**src/rtl/ffba_pkg.sv**
```systemverilog
// ----------------------------------------------------------------------------
// ffba_pkg
// shared constants and types for the first-fit block allocator
// ----------------------------------------------------------------------------
package ffba_pkg;

    localparam int MaxRegions = 16;
    localparam int AddrBits   = 16;
    localparam int IdxBits    = $clog2(MaxRegions);
    localparam int CntBits    = $clog2(MaxRegions + 1);
    localparam int StartBits  = AddrBits + 1;
    localparam int LenBits    = 16;
    localparam int EntryBits  = StartBits + LenBits;

    localparam logic [15:0] HeapSizeReset = 16'd19000;

    typedef enum logic [2:0] {
        ST_OK       = 3'd0,
        ST_ZERO     = 3'd1,
        ST_NOFIT    = 3'd2,
        ST_FULL     = 3'd3,
        ST_NOTFOUND = 3'd4
    } t_status;

    localparam logic CFG_HEAP_BASE = 1'b0;
    localparam logic CFG_HEAP_SIZE = 1'b1;

    localparam logic KIND_ALLOC = 1'b0;
    localparam logic KIND_FREE  = 1'b1;

    typedef struct packed {
        logic [StartBits-1:0] start;
        logic [LenBits-1:0]   len;
    } t_entry;

endpackage

```
**src/rtl/ffba_ram.sv**
```systemverilog
// ----------------------------------------------------------------------------
// ffba_ram
// generic single-port-write, single-port-read ram with registered read data
// ----------------------------------------------------------------------------
module ffba_ram #(
    parameter int Width = 8,
    parameter int Depth = 16
) (
    input  logic                     i_clk,
    input  logic                     i_we,
    input  logic [$clog2(Depth)-1:0] i_waddr,
    input  logic [Width-1:0]         i_wdata,
    input  logic [$clog2(Depth)-1:0] i_raddr,
    output logic [Width-1:0]         o_rdata
);

    logic [Width-1:0] r_mem [Depth];
    logic [Width-1:0] r_rdata;

    always_ff @(posedge i_clk) begin
        if (i_we) begin
            r_mem[i_waddr] <= i_wdata;
        end
        r_rdata <= r_mem[i_raddr];
    end

    assign o_rdata = r_rdata;

endmodule

```
**src/rtl/first_fit_block_allocator.sv**
```systemverilog
// ----------------------------------------------------------------------------
// first_fit_block_allocator
// sorted region table in one ram, walked by a sequencer for first-fit
// allocate and free by start address
// sequence: the table walk reads and evaluates each entry in turn (read, eval); an
//   allocate on a fit then shifts entries down to open its slot, a free on a hit shifts
//   later entries up (shift read, shift write); zero-size or full allocs go to done
// throughput: one item at a time, next item accepted the cycle after the
//   result is taken
// reset: synchronous active low, sets state idle, heap base 0, heap size 19000, clears count and output valid
// ----------------------------------------------------------------------------
module first_fit_block_allocator (
    input  logic        i_clk,
    input  logic        i_rst_n,
    input  logic        s_axis_tvalid,
    output logic        s_axis_tready,
    input  logic [31:0] s_axis_tdata,   // request_size[15:0], block_address[31:16]
    input  logic        s_axis_tuser,   // kind
    output logic        m_axis_tvalid,
    input  logic        m_axis_tready,
    output logic [23:0] m_axis_tdata,   // granted_address[15:0], status[18:16], zeros
    input  logic        i_cfg_we,
    input  logic        i_cfg_index,
    input  logic [15:0] i_cfg_wdata
);

    typedef enum logic [2:0] {
        S_IDLE, S_READ, S_EVAL, S_SHIFT_RD, S_SHIFT_WR, S_DONE
    } t_state;

    t_state                        r_state;
    logic [15:0]                   r_heap_base;
    logic [15:0]                   r_heap_size;
    logic [ffba_pkg::CntBits-1:0]  r_count;
    logic                          r_kind;
    logic [15:0]                   r_size;
    logic [15:0]                   r_addr;
    logic [ffba_pkg::CntBits-1:0]  r_idx;
    logic [ffba_pkg::CntBits-1:0]  r_pos;
    logic [ffba_pkg::StartBits:0]  r_cand;
    logic [ffba_pkg::StartBits:0]  r_limit;
    logic [15:0]                   r_grant;
    ffba_pkg::t_status             r_status;
    logic                          r_out_valid;

    logic                          we;
    logic [ffba_pkg::IdxBits-1:0]  waddr;
    logic [ffba_pkg::IdxBits-1:0]  raddr;
    ffba_pkg::t_entry              wdata;
    ffba_pkg::t_entry              rdata;
    logic [ffba_pkg::StartBits:0]  bound;
    logic [ffba_pkg::StartBits:0]  cand_end;
    logic [ffba_pkg::StartBits:0]  heap_end;
    logic                          at_end;

    ffba_ram #(
        .Width (ffba_pkg::EntryBits),
        .Depth (ffba_pkg::MaxRegions)
    ) u_table (
        .i_clk   (i_clk),
        .i_we    (we),
        .i_waddr (waddr),
        .i_wdata (wdata),
        .i_raddr (raddr),
        .o_rdata (rdata)
    );

    assign s_axis_tready = (r_state == S_IDLE) && !r_out_valid;
    assign m_axis_tvalid = r_out_valid;
    assign m_axis_tdata  = {5'd0, r_status, r_grant};

    assign heap_end = {2'd0, r_heap_base} + {2'd0, r_heap_size};
    assign at_end   = (r_idx == r_count);
    always_comb begin
        bound = at_end ? r_limit : {1'b0, rdata.start};
        if (bound > r_limit) begin
            bound = r_limit;
        end
    end
    assign cand_end = r_cand + {2'd0, r_size};

    // alloc shifts down from count toward pos, free shifts up from pos
    always_comb begin
        we    = 1'b0;
        waddr = r_idx[ffba_pkg::IdxBits-1:0];
        wdata = rdata;
        raddr = r_idx[ffba_pkg::IdxBits-1:0];
        if (r_state == S_SHIFT_RD) begin
            if (r_kind == ffba_pkg::KIND_ALLOC) begin
                raddr = ffba_pkg::IdxBits'(r_idx - 1'b1);
            end else begin
                raddr = ffba_pkg::IdxBits'(r_idx + 1'b1);
            end
        end
        if (r_state == S_SHIFT_WR) begin
            we = 1'b1;
            if (r_kind == ffba_pkg::KIND_ALLOC && r_idx == r_pos) begin
                wdata.start = r_cand[ffba_pkg::StartBits-1:0];
                wdata.len   = r_size;
            end else begin
                wdata = rdata;
            end
        end
    end

    always_ff @(posedge i_clk) begin
        if (!i_rst_n) begin
            r_state     <= S_IDLE;
            r_heap_base <= '0;
            r_heap_size <= ffba_pkg::HeapSizeReset;
            r_count     <= '0;
            r_out_valid <= 1'b0;
        end else begin
            if (i_cfg_we) begin
                unique case (i_cfg_index)
                    ffba_pkg::CFG_HEAP_BASE: r_heap_base <= i_cfg_wdata;
                    ffba_pkg::CFG_HEAP_SIZE: r_heap_size <= i_cfg_wdata;
                    default: ;
                endcase
            end
            if (r_out_valid && m_axis_tready) begin
                r_out_valid <= 1'b0;
            end
            unique case (r_state)
                S_IDLE: begin
                    if (s_axis_tvalid && s_axis_tready) begin
                        r_kind  <= s_axis_tuser;
                        r_size  <= s_axis_tdata[15:0];
                        r_addr  <= s_axis_tdata[31:16];
                        r_idx   <= '0;
                        r_grant <= '0;
                        r_cand  <= {2'd0, r_heap_base};
                        r_limit <= (heap_end > (ffba_pkg::StartBits+1)'(1 << ffba_pkg::AddrBits)) ?
                                   (ffba_pkg::StartBits+1)'(1 << ffba_pkg::AddrBits) : heap_end;
                        if (s_axis_tuser == ffba_pkg::KIND_ALLOC && s_axis_tdata[15:0] == 16'd0)
                        begin
                            r_status <= ffba_pkg::ST_ZERO;
                            r_state  <= S_DONE;
                        end else if (s_axis_tuser == ffba_pkg::KIND_ALLOC &&
                                     r_count == ffba_pkg::CntBits'(ffba_pkg::MaxRegions)) begin
                            r_status <= ffba_pkg::ST_FULL;
                            r_state  <= S_DONE;
                        end else begin
                            r_state <= S_READ;
                        end
                    end
                end
                S_READ: begin
                    r_state <= S_EVAL;
                end
                S_EVAL: begin
                    if (r_kind == ffba_pkg::KIND_ALLOC) begin
                        if (cand_end <= bound) begin
                            r_pos    <= r_idx;
                            r_grant  <= r_cand[15:0];
                            r_status <= ffba_pkg::ST_OK;
                            r_idx    <= r_count;
                            r_count  <= r_count + 1'b1;
                            r_state  <= S_SHIFT_RD;
                        end else if (at_end) begin
                            r_status <= ffba_pkg::ST_NOFIT;
                            r_state  <= S_DONE;
                        end else begin
                            r_cand  <= {1'b0, rdata.start} + {2'd0, rdata.len};
                            r_idx   <= r_idx + 1'b1;
                            r_state <= S_READ;
                        end
                    end else begin
                        if (at_end) begin
                            r_status <= ffba_pkg::ST_NOTFOUND;
                            r_state  <= S_DONE;
                        end else if (rdata.start == {1'b0, r_addr}) begin
                            r_status <= ffba_pkg::ST_OK;
                            r_count  <= r_count - 1'b1;
                            if (r_idx + 1'b1 == r_count) begin
                                r_state <= S_DONE;
                            end else begin
                                r_state <= S_SHIFT_RD;
                            end
                        end else begin
                            r_idx   <= r_idx + 1'b1;
                            r_state <= S_READ;
                        end
                    end
                end
                S_SHIFT_RD: begin
                    r_state <= S_SHIFT_WR;
                end
                S_SHIFT_WR: begin
                    if (r_kind == ffba_pkg::KIND_ALLOC) begin
                        if (r_idx == r_pos) begin
                            r_state <= S_DONE;
                        end else begin
                            r_idx   <= r_idx - 1'b1;
                            r_state <= S_SHIFT_RD;
                        end
                    end else begin
                        if (r_idx + 1'b1 == r_count) begin
                            r_state <= S_DONE;
                        end else begin
                            r_idx   <= r_idx + 1'b1;
                            r_state <= S_SHIFT_RD;
                        end
                    end
                end
                S_DONE: begin
                    if (!r_out_valid) begin
                        r_out_valid <= 1'b1;
                        r_state     <= S_IDLE;
                    end
                end
                default: r_state <= S_IDLE;
            endcase
        end
    end

    property p_count_bound;
        @(posedge i_clk) disable iff (!i_rst_n)
        r_count <= ffba_pkg::CntBits'(ffba_pkg::MaxRegions);
    endproperty
    a_count_bound: assert property (p_count_bound) else $error("region count overflow");

    a_no_accept_busy: assert property (@(posedge i_clk) disable iff (!i_rst_n)
        (r_state != S_IDLE) |-> !s_axis_tready) else $error("accept while busy");

    a_grant_zero: assert property (@(posedge i_clk) disable iff (!i_rst_n)
        (m_axis_tvalid && r_status != ffba_pkg::ST_OK) |-> (r_grant == 16'd0))
        else $error("grant on failure");

    a_out_after_done: assert property (@(posedge i_clk) disable iff (!i_rst_n)
        $rose(r_out_valid) |-> $past(r_state == S_DONE)) else $error("stray output");

endmodule
```
**config.mk**
```make
export PLATFORM = sky130hd
export DESIGN_NAME = first_fit_block_allocator
export DESIGN_NICKNAME = d
export VERILOG_FILES = /design/src/rtl/ffba_pkg.sv /design/src/rtl/ffba_ram.sv /design/src/rtl/first_fit_block_allocator.sv
export SDC_FILE = /design/constraint.sdc
export NUM_CORES = 1
export LEC_CHECK = 0
export ABC_AREA = 1
export BUFFER_PORTS_ARGS = -buffer_cell sky130_fd_sc_hd__buf_2
export CAP_MARGIN = 40
export CORE_MARGIN = 3
export CORE_UTILIZATION = 40
export DETAILED_ROUTE_END_ITERATION = 10
export PLACE_DENSITY = 0.57
export RECOVER_POWER = 100
export SLEW_MARGIN = 20
export SYNTH_ARGS = -nofsm -noshare
export SYNTH_HDL_FRONTEND = slang
export SYNTH_SLANG_ARGS = --single-unit
```
**constraint.sdc**
```tcl
create_clock -name i_clk -period 6.9 [get_ports i_clk]
set_input_delay 0.345 -clock i_clk [delete_from_list [all_inputs] [get_ports i_clk]]
set_output_delay 0.345 -clock i_clk [all_outputs]
set_load 0.03 [all_outputs]
```
# After elaboration in Yosys (flattened, before gate mapping)
# Memories as Yosys holds them, arrays and structs flattened. A register that Yosys moved wholly into a read port is not among the register bits.
# Cells that the tools add are included.
# totals
n_memories,1
ramBits,528
reg_bits,139
word_cells,133
# mem_list
name,depth,width,rd,rd_clocked_by_memory_dff,write_ports,line_no,text
u_table.r_mem,16,33,1,1,1,ffba_ram.sv:17,logic [Width-1:0] r_mem [Depth];
# classes
mux,57
add_sub_neg,7
n_reduce_logical,22
bitwise,3
order_cmp,3
eq_ne,26
# op_table
op,count
$mux W18,6
$mux W33,2
$mux W5,13
$mux W3,20
$mux W16,3
$pmux W18 S2,1
$pmux W16 S2,1
$add A17 B16 Y18,1
$add A18 B16 Y18,1
$gt A18 B18 Y1,1
$le A18 B18 Y1,1
$pmux W3 S6,1
$add A16 B16 Y17,1
$eq A17 B16 Y1,1
$gt A17 B17 Y1 const B,1
$logic_not A16 Y1,1
$eq A5 B5 Y1,3
$ne A3 B3 Y1 const B,5
$pmux W5 S3,1
$ne A2 B2 Y1 const B,6
$reduce_and A6 Y1,2
$add A5 B1 Y5 const B,2
$sub A5 B1 Y5 const B,2
$mux W4,2
20 further kinds,40

# Depth between registers and ports, before layout
# Gate-level depths: netlist of run 1.
# logic_depth
depth_word,8
depth_mapped,41

# Cells and area by module
# Synthesis of run 1 repeated with hierarchy kept, for this count alone.
# unflattened
hier_cells,3423
area_unflattened_um2,33054.2
# modules_own_cells
mod,instances,area_per_inst_um2,seq_area_each_um2,cells_each
ffba_ram,1,23229.8,16515.8,2185
first_fit_block_allocator,1,9824.4,3733.6,1238

# Worst setup path before layout of run 1
# Ideal clock, no wire load.
# synth_timing
path_kind,register to register
startpoint,reg r_idx[3] in the netlist's numbering
endpoint,reg r_cand[0] in the netlist's numbering (enable)
required_time_ps,6479
path_slack_ps,1186
t_arrival_ps,5293
stages_incl_launch_ff,36
cell_sequence,edfxtp_1 buf_2 xnor2_1 inv_1 nor2_1 nand4_1 clkbuf_1 nand2_1 o21ai_0 ha_1 nand2_1 inv_1 nand3_1 inv_1 nand2_1 nand3_1 nand2_1 nand4_1 o21ai_1 clkbuf_1 a21oi_1 ha_1 nand2_1 nor2_1 nand2_1 nand3_1 nand2_1 nand2_1 nand2_1 nand2_1 nand2_1 nand2_1 nand2_1 nand2_1 nand2_1 a211oi_1
# synth_via
elab_chain_cells,7
word_cells_on_any_way,8
cone_classes,2 x order compare; 3 x eq/ne; 2 x mux; 1 x reduce/logical
# synth_lines
item,line_no,text
from (decl),first_fit_block_allocator.sv:38,logic [ffba_pkg::CntBits-1:0] r_idx;
from (signal assigned),first_fit_block_allocator.sv:157,r_idx <= r_count;
from (signal assigned),first_fit_block_allocator.sv:165,r_idx <= r_idx + 1'b1;
from (signal assigned),first_fit_block_allocator.sv:181,r_idx <= r_idx + 1'b1;
$eq A5 B5 Y1 (*),first_fit_block_allocator.sv:73,assign at_end = (r_idx == r_count);
$mux W18,first_fit_block_allocator.sv:75,"bound = at_end ? r_limit : {1'b0, rdata.start};"
$gt A18 B18 Y1,first_fit_block_allocator.sv:76,if (bound > r_limit) begin
$mux W18,first_fit_block_allocator.sv:76,
$le A18 B18 Y1,first_fit_block_allocator.sv:153,if (cand_end <= bound) begin
$ne A2 B2 Y1 (no line),n/a,
$reduce_and A6 Y1 (no line) (*),n/a,
to (signal assigned),first_fit_block_allocator.sv:132,"r_cand <= {2'd0, r_heap_base};"
to (signal assigned),first_fit_block_allocator.sv:164,"r_cand <= {1'b0, rdata.start} + {2'd0, rdata.len};"
to (decl),first_fit_block_allocator.sv:40,logic [ffba_pkg::StartBits:0] r_cand;
# Every way passes the cells marked *; elsewhere a longest branch is shown, timed or not.
# A chain may end at the register's enable or synchronous reset.

# Worst setup path after layout of run 1
# layout_timing
startpoint,reg r_idx[0] in the netlist's numbering
endpoint,"reg u_table.r_rdata[14], in the netlist u_table.o_rdata[14], read port of u_table.r_mem"
# layout_via
elab_chain_cells,3
word_cells_on_any_way,4
cone_classes,2 x add/sub; 2 x mux
# layout_lines
item,line_no,text
$sub A5 B1 Y5 / $add A5 B1 Y5 (equally long branches),n/a,
$mux W4,first_fit_block_allocator.sv:89,if (r_kind == ffba_pkg::KIND_ALLOC) begin
$mux W4 (*),first_fit_block_allocator.sv:88,if (r_state == S_SHIFT_RD) begin
to (decl),ffba_ram.sv:18,logic [Width-1:0] r_rdata;
# Marks and branches as above.

==> results of run 1 <==
-- worst min-delay path: stages --
cell and delay (ps):
buf_2 110, o21ai_0 90, a21oi_1 110
-- final timing paths --
kind	endpoint	depth (start not counted)	from	slack (ps)
worst max-delay path	u_table.o_rdata[14]$_DFF_P_	14	r_idx[0]$_DFFE_PP_	680
worst min-delay path	r_heap_base[1]$_SDFFE_PN0P_	3	i_cfg_wdata[1]	80
worst max register to register	u_table.o_rdata[14]$_DFF_P_	14	r_idx[0]$_DFFE_PP_	680
worst min register to register	r_heap_size[14]$_SDFFE_PN1P_	2	r_heap_size[14]$_SDFFE_PN1P_	490
-- cells by family after synthesis --
kind of cell    after synthesis
xor+xnor                     56
buf+inv                     299
flops                       699
fa+ha+maj                    94
compound gates              675
simple gates                864
mux                          15
other cells                   1
-- stage by stage --
| stage | std cells | util, % | area (um^2) |
|---|---|---|---|
| after floorplan | 2707 | - | 30920 |
| after global placement | 3718 | 42.62 | 32480 |
| after global routing | 3915 | 46.34 | 35320 |
| final | 3915 | 46.34 | 35320 |
| after detailed placement | 3725 | 42.77 | 32590 |
| after CTS | 3911 | 46.69 | 35580 |
-- cell type report --
| class | instances | area, um^2 | share of cell area [%] |
|---|---|---|---|
| clock buffers | 103 | 2073 | 5.871 |
| clock inverters | 34 | 421.7 | 1.194 |
| inverters | 155 | 589.3 | 1.669 |
| multi-input cells | 1709 | 9468 | 26.81 |
| flip-flops and latches | 699 | 20250 | 57.34 |
| well taps | 1030 | 1289 | 3.649 |
| repair buffers | 185 | 1225 | 3.469 |
-- what timing repair did --
item | CTS | global route
hold buffers | 49 | 0
resized for setup | 0 | 0
endpoints found under the hold margin | 55 | 0
-- cell usage after synthesis, types with 5 or more instances --
| cell type | instances |
|---|---|
| buf_4 | 11 |
| a21oi_1 | 79 |
| or2_2 | 5 |
| a21oi_2 | 10 |
| xnor2_1 | 26 |
| dfxtp_1 | 74 |
| a31oi_1 | 10 |
| a21o_1 | 6 |
| nor3_1 | 16 |
| edfxtp_1 | 625 |
| mux2_2 | 15 |
| clkbuf_1 | 85 |
| inv_1 | 146 |
| o211ai_1 | 32 |
| nor4_1 | 6 |
| ha_1 | 90 |
| o22ai_1 | 35 |
| nand2_1 | 292 |
| nand3_1 | 94 |
| xor2_1 | 30 |
| buf_2 | 38 |
| nor2_1 | 428 |
| buf_6 | 6 |
| inv_2 | 7 |
| o221ai_1 | 101 |
| o21ai_1 | 83 |
| nand4_1 | 12 |
| o21ai_0 | 293 |
-- layer usage --
layer / wire length (um) / track usage (%)
met1: 39390 / 30.45
met2: 41440 / 34.69
met3: 6364 / 3.928
met4: 2866 / 7.123
met5: 0 / 0
-- state kept, by name, summed over array words and instances (netlist names), 17 cells and up --
signal	count
u_table.r_mem	528
u_table.o_rdata	33
r_cand	18
r_limit	17
-- report_power, final --
part / switching [mW] / internal (mW) / leakage (nW) / total (mW)
Clock: 1.65 / 2.42 / 1.21 / 4.07
Sequential: 0.384 / 5.37 / 6.27 / 5.76
Combinational: 3.00 / 1.35 / 5.09 / 4.35
==> results.cfg, run 1 <==
[yosys]
yosysWarnings = 0
netlist.area_leader.share_pct = 60.73
seq_area_frac_synth_pct = 65.52
yosys.area_share.simple_pct = 11.30
syn_inst = 2703
ys_async_sr_fraction_pct = 0
synth_edf_count = 625
synth-compound-area-share_pct = 13.06
yosys.area.top_type = edfxtp_1
synth_top_family_by_area = compound AO/OA/AOI/OAI gates
ys_ff_latch = 699
syn_area_um2 = 30900
yosys-mux-area-fraction_pct = 0.5466
synth.distinct_cells = 56
synth_top_flop_cell = edfxtp_1
yosys.area_share.adder_pct = 3.903
syn_avg_cell_area_um2 = 11.43
synthTopCellsByArea = edfxtp_1 (61%), nor2_1 (5.2%), dfxtp_1 (4.8%), o21ai_0 (4.7%), ha_1 (3.6%)
synth_xor_area_share_pct = 1.587

[hold_path]
hold_path_class = primary input to flip-flop

[timing]
finalCriticalPeriod_ps = 6223
tns_ps = 0
relSlewSlack_pct = -127.0
rsz0062_at_grt = false
tightest_slew_ps = 3406
worst_clock_skew_ps = 24.62
max_freq_ghz = 0.1607
hold_ws_ps = 76.54
hold_viol_final = 0
setup_viol_count_final = 0
setup_ws_ps = 676.6
final_max_slew_viol_count = 662
finalCritPeriodShare_pct = 90.19

[routing]
first_iter_violations = 2168
drc = 0
vias = 21760
vias_per_cell = 5.557
ant_nets = 0
wl_per_cell_um = 23.00
drt-pass1-iter-count = 5
wl_um = 90060

[floorplan]
die_y_um = 284.0
ios = 81
row_count = 101
die_w_um = 284.0
die_area_um2 = 80630
start_util_pct = 40.56
coreArea_um2 = 76200

[job]
maxCapViolCount = 20

[global_routing]
overflow = 0
grt_pass1_wl_um = 132700
grt_start_max_net_pins = 237
grt_util_all_layers_pct = 21.85
grt_pass1_vias = 21110
antenna_found_initial = 4

[cells_and_area]
fill_cells = 6882
area_delta_synth_final_pct = 14.27
diodes = 0
final_common_cell = edfxtp_1
final_layout_size_suffix_gt1_share_pct = 6.932
mostFrequentLayoutCells = edfxtp_1 (625), nor2_1 (420), o21ai_0 (294), nand2_1 (292), inv_1 (145)
final_net_count = 2974

[critical_path]
cp_top_family = buffers and inverters
path_buf_inv = 6
cp_cell_sequence = inv_1 -> ha_1 -> xor2_1 -> or2_2 -> o21ai_0 -> buf_4 -> clkinvlp_2 -> clkbuf_1 -> clkbuf_1 -> buf_16 -> o21ai_0 -> o22ai_1 -> o211ai_1 -> nand2_1
slowest_stage = clkinvlp_2
crit_arrival_ps = 6720
worst-path-max-fanout = 56
cp-start-kind = flip-flop
cpPeakStageDelay_ps = 1010
cp-end-kind = flip-flop
required_ps = 7390
worstSetupPathType = flip-flop to flip-flop

[clocking]
cts_tree = built
max-clock-path-buffers = 3
clkTransAtPathRegs_ps = 70
cts_sinks = 699
htree_levels = 3
clockRootBuffer = clkbuf_16
post-cts-setup-buffers = 0
clock_latency_ps = 610
numCtsBuffers = 75

[pwr]
total_leakage_power_nw = 12.58
pwr_density_cell_nw_per_um2 = 401.4
power_mw = 14.17
vdd_drop_max_v = 0.0002221

[placement]
pre_cts_slack_ps = 871.6
io_buffers = 75
place_congestion = 0.8886
hpwl_um = 52880

[run_status]
status = finished with violations
violations = max-capacitance violations, max-slew violations
Note: power is estimated with default switching activity, not from simulation.
==> inputs of run 2 (changes only) <==
- CELL_PAD_IN_SITES_DETAIL_PLACEMENT: default -> 0
- CELL_PAD_IN_SITES_GLOBAL_PLACEMENT: default -> 1
- PLACE_DENSITY: 0.57 -> 0.67
==> run 2 against run 1 <==
Against the previous run: the flow still finishes with violations (max-capacitance violations, max-slew violations); maximum frequency fell by 0.39%; first-iteration DRC count rose by 1.9%; final cell count rose by 0.20%; count of clock-buffer cells in the layout fell by 1; via count rose by 0.29%; die area did not move; sequential share of layout area fell by 0.27 points; clock skew fell by 1.6 ps; setup slack got worse by 24 ps; sequential power fell by 1%; non-clock buffer count rose by 11.
==> results.cfg, run 2 (synthesis results as in run 1) <==
[timing]
tns_ps = 0
setup_ws_ps = 652.5
relSlewSlack_pct = -134.8
worst_clock_skew_ps = 23.03
tightest_slew_ps = 3522
final_max_slew_viol_count = 772
max_freq_ghz = 0.1601
rsz0062_at_grt = false
finalCritPeriodShare_pct = 90.54
setup_viol_count_final = 0
hold_viol_final = 0
finalCriticalPeriod_ps = 6248

[global_routing]
grt_pass1_vias = 21000
antenna_found_initial = 0
grt_pass1_wl_um = 136300
grt_util_all_layers_pct = 22.62
grt_start_max_net_pins = 129
overflow = 0

[pwr]
vdd_drop_max_v = 0.0002006
pwr_density_cell_nw_per_um2 = 405.7
total_leakage_power_nw = 12.66

[cells_and_area]
largest_reg_flops = 528
diodes = 0
final_common_cell = edfxtp_1
final_net_count = 2983
top_register = u_table.r_mem
area_delta_synth_final_pct = 14.81
final_layout_size_suffix_gt1_share_pct = 7.363
fill_cells = 6998
mostFrequentLayoutCells = edfxtp_1 (625), nor2_1 (415), o21ai_0 (293), nand2_1 (292), inv_1 (145)

[placement]
place_congestion = 0.8549
pre_cts_slack_ps = 993.9
hpwl_um = 54670
io_buffers = 75

[critical_path]
cp-end-kind = flip-flop
crit_arrival_ps = 6790
required_ps = 7450
worstSetupPathType = flip-flop to flip-flop
cp-start-kind = flip-flop
worst-path-max-fanout = 56

[hold_path]
hold_path_class = primary input to flip-flop

[clocking]
clockRootBuffer = clkbuf_16
post-cts-setup-buffers = 0
htree_levels = 3
cts_tree = built
numCtsBuffers = 73
cts_sinks = 699
clkTransAtPathRegs_ps = 60
clock_latency_ps = 620
max-clock-path-buffers = 3

[routing]
vias_per_cell = 5.562
wl_um = 93220
wl_per_cell_um = 23.76
ant_nets = 0
drc = 0
first_iter_violations = 2209
drt-pass1-iter-count = 7
vias = 21820

[floorplan]
ios = 81
die_y_um = 284.0
die_area_um2 = 80630
start_util_pct = 40.56
die_w_um = 284.0
coreArea_um2 = 76200
row_count = 101

[run_status]
violations = max-capacitance violations, max-slew violations
status = finished with violations

[job]
maxCapViolCount = 22
## run 2: cell types whose count changed in the layout (fill, tap and decap cells not counted), sizes merged
cell / change
buf: +13
clkinvlp: -1
bufinv: +2
clkbuf: -3
clkinv: -7
inv: +4
## run 2: area by class of cell
class,count,area [um^2],area share (%)
clock buffer,102,2067,5.825
clock inverter,32,451.7,1.273
inverter,155,588.1,1.657
multi-input combinational,1709,9513,26.81
sequential,699,20250,57.07
tap,1030,1289,3.632
timing repair buffer,196,1325,3.734
## run 2: power by group
group	switching, mW	internal [mW]	total, mW	leakage, nW
registers	0.312	5.37	5.69	6.27
clock network	1.65	2.48	4.13	1.23
logic	3.18	1.39	4.58	5.16
## run 2: routing by layer
metal	routed length [um]	GRT usage, %
met5	0	0
met4	2224	6.437
met2	42870	36.02
met3	6108	3.068
met1	42010	32.47
## run 2: stage by stage
| step | power [mW] | util, % | instances | cell area, um^2 | hold WS (ps) |
|---|---|---|---|---|---|
| after detailed placement | 10.34 | 42.89 | 3738 | 32680 | 467.4 |
| after floorplan | 8.657 | - | 2707 | 30920 | 420.6 |
| after global placement | 10.21 | 42.74 | 3732 | 32570 | 465.7 |
| after global routing | 15.19 | 46.56 | 3923 | 35480 | 61.33 |
| final | 14.40 | 46.56 | 3923 | 35480 | 42.11 |
| after CTS | 14.51 | 46.84 | 3921 | 35690 | 13.20 |
## run 2: critical path: stages, from the launching register on
cell	delay [ps]
edfxtp_1	560
inv_1	190
ha_1	400
xor2_1	250
or2_0	230
o21ai_4	70
buf_4	350
clkinvlp_2	730
clkbuf_1	1190
clkbuf_1	1210
buf_16	340
o21ai_0	130
o221ai_1	230
o211ai_1	130
nand2_1	110
## run 2: path summary, 6_finish.rpt
check | start | slack, ps | cells after the start | end
max reg2reg | r_idx[0]$_DFFE_PP_ | 650 | 14 | u_table.o_rdata[13]$_DFF_P_
min reg2reg | r_heap_size[9]$_SDFFE_PN1P_ | 480 | 2 | r_heap_size[9]$_SDFFE_PN1P_
max | r_idx[0]$_DFFE_PP_ | 650 | 14 | u_table.o_rdata[13]$_DFF_P_
min | i_cfg_wdata[1] | 40 | 3 | r_heap_size[1]$_SDFFE_PN0P_
## run 2: what timing repair did
item	CTS	global route
gates resized for setup	0	0
hold buffers	49	0
hold endpoints to repair	57	0
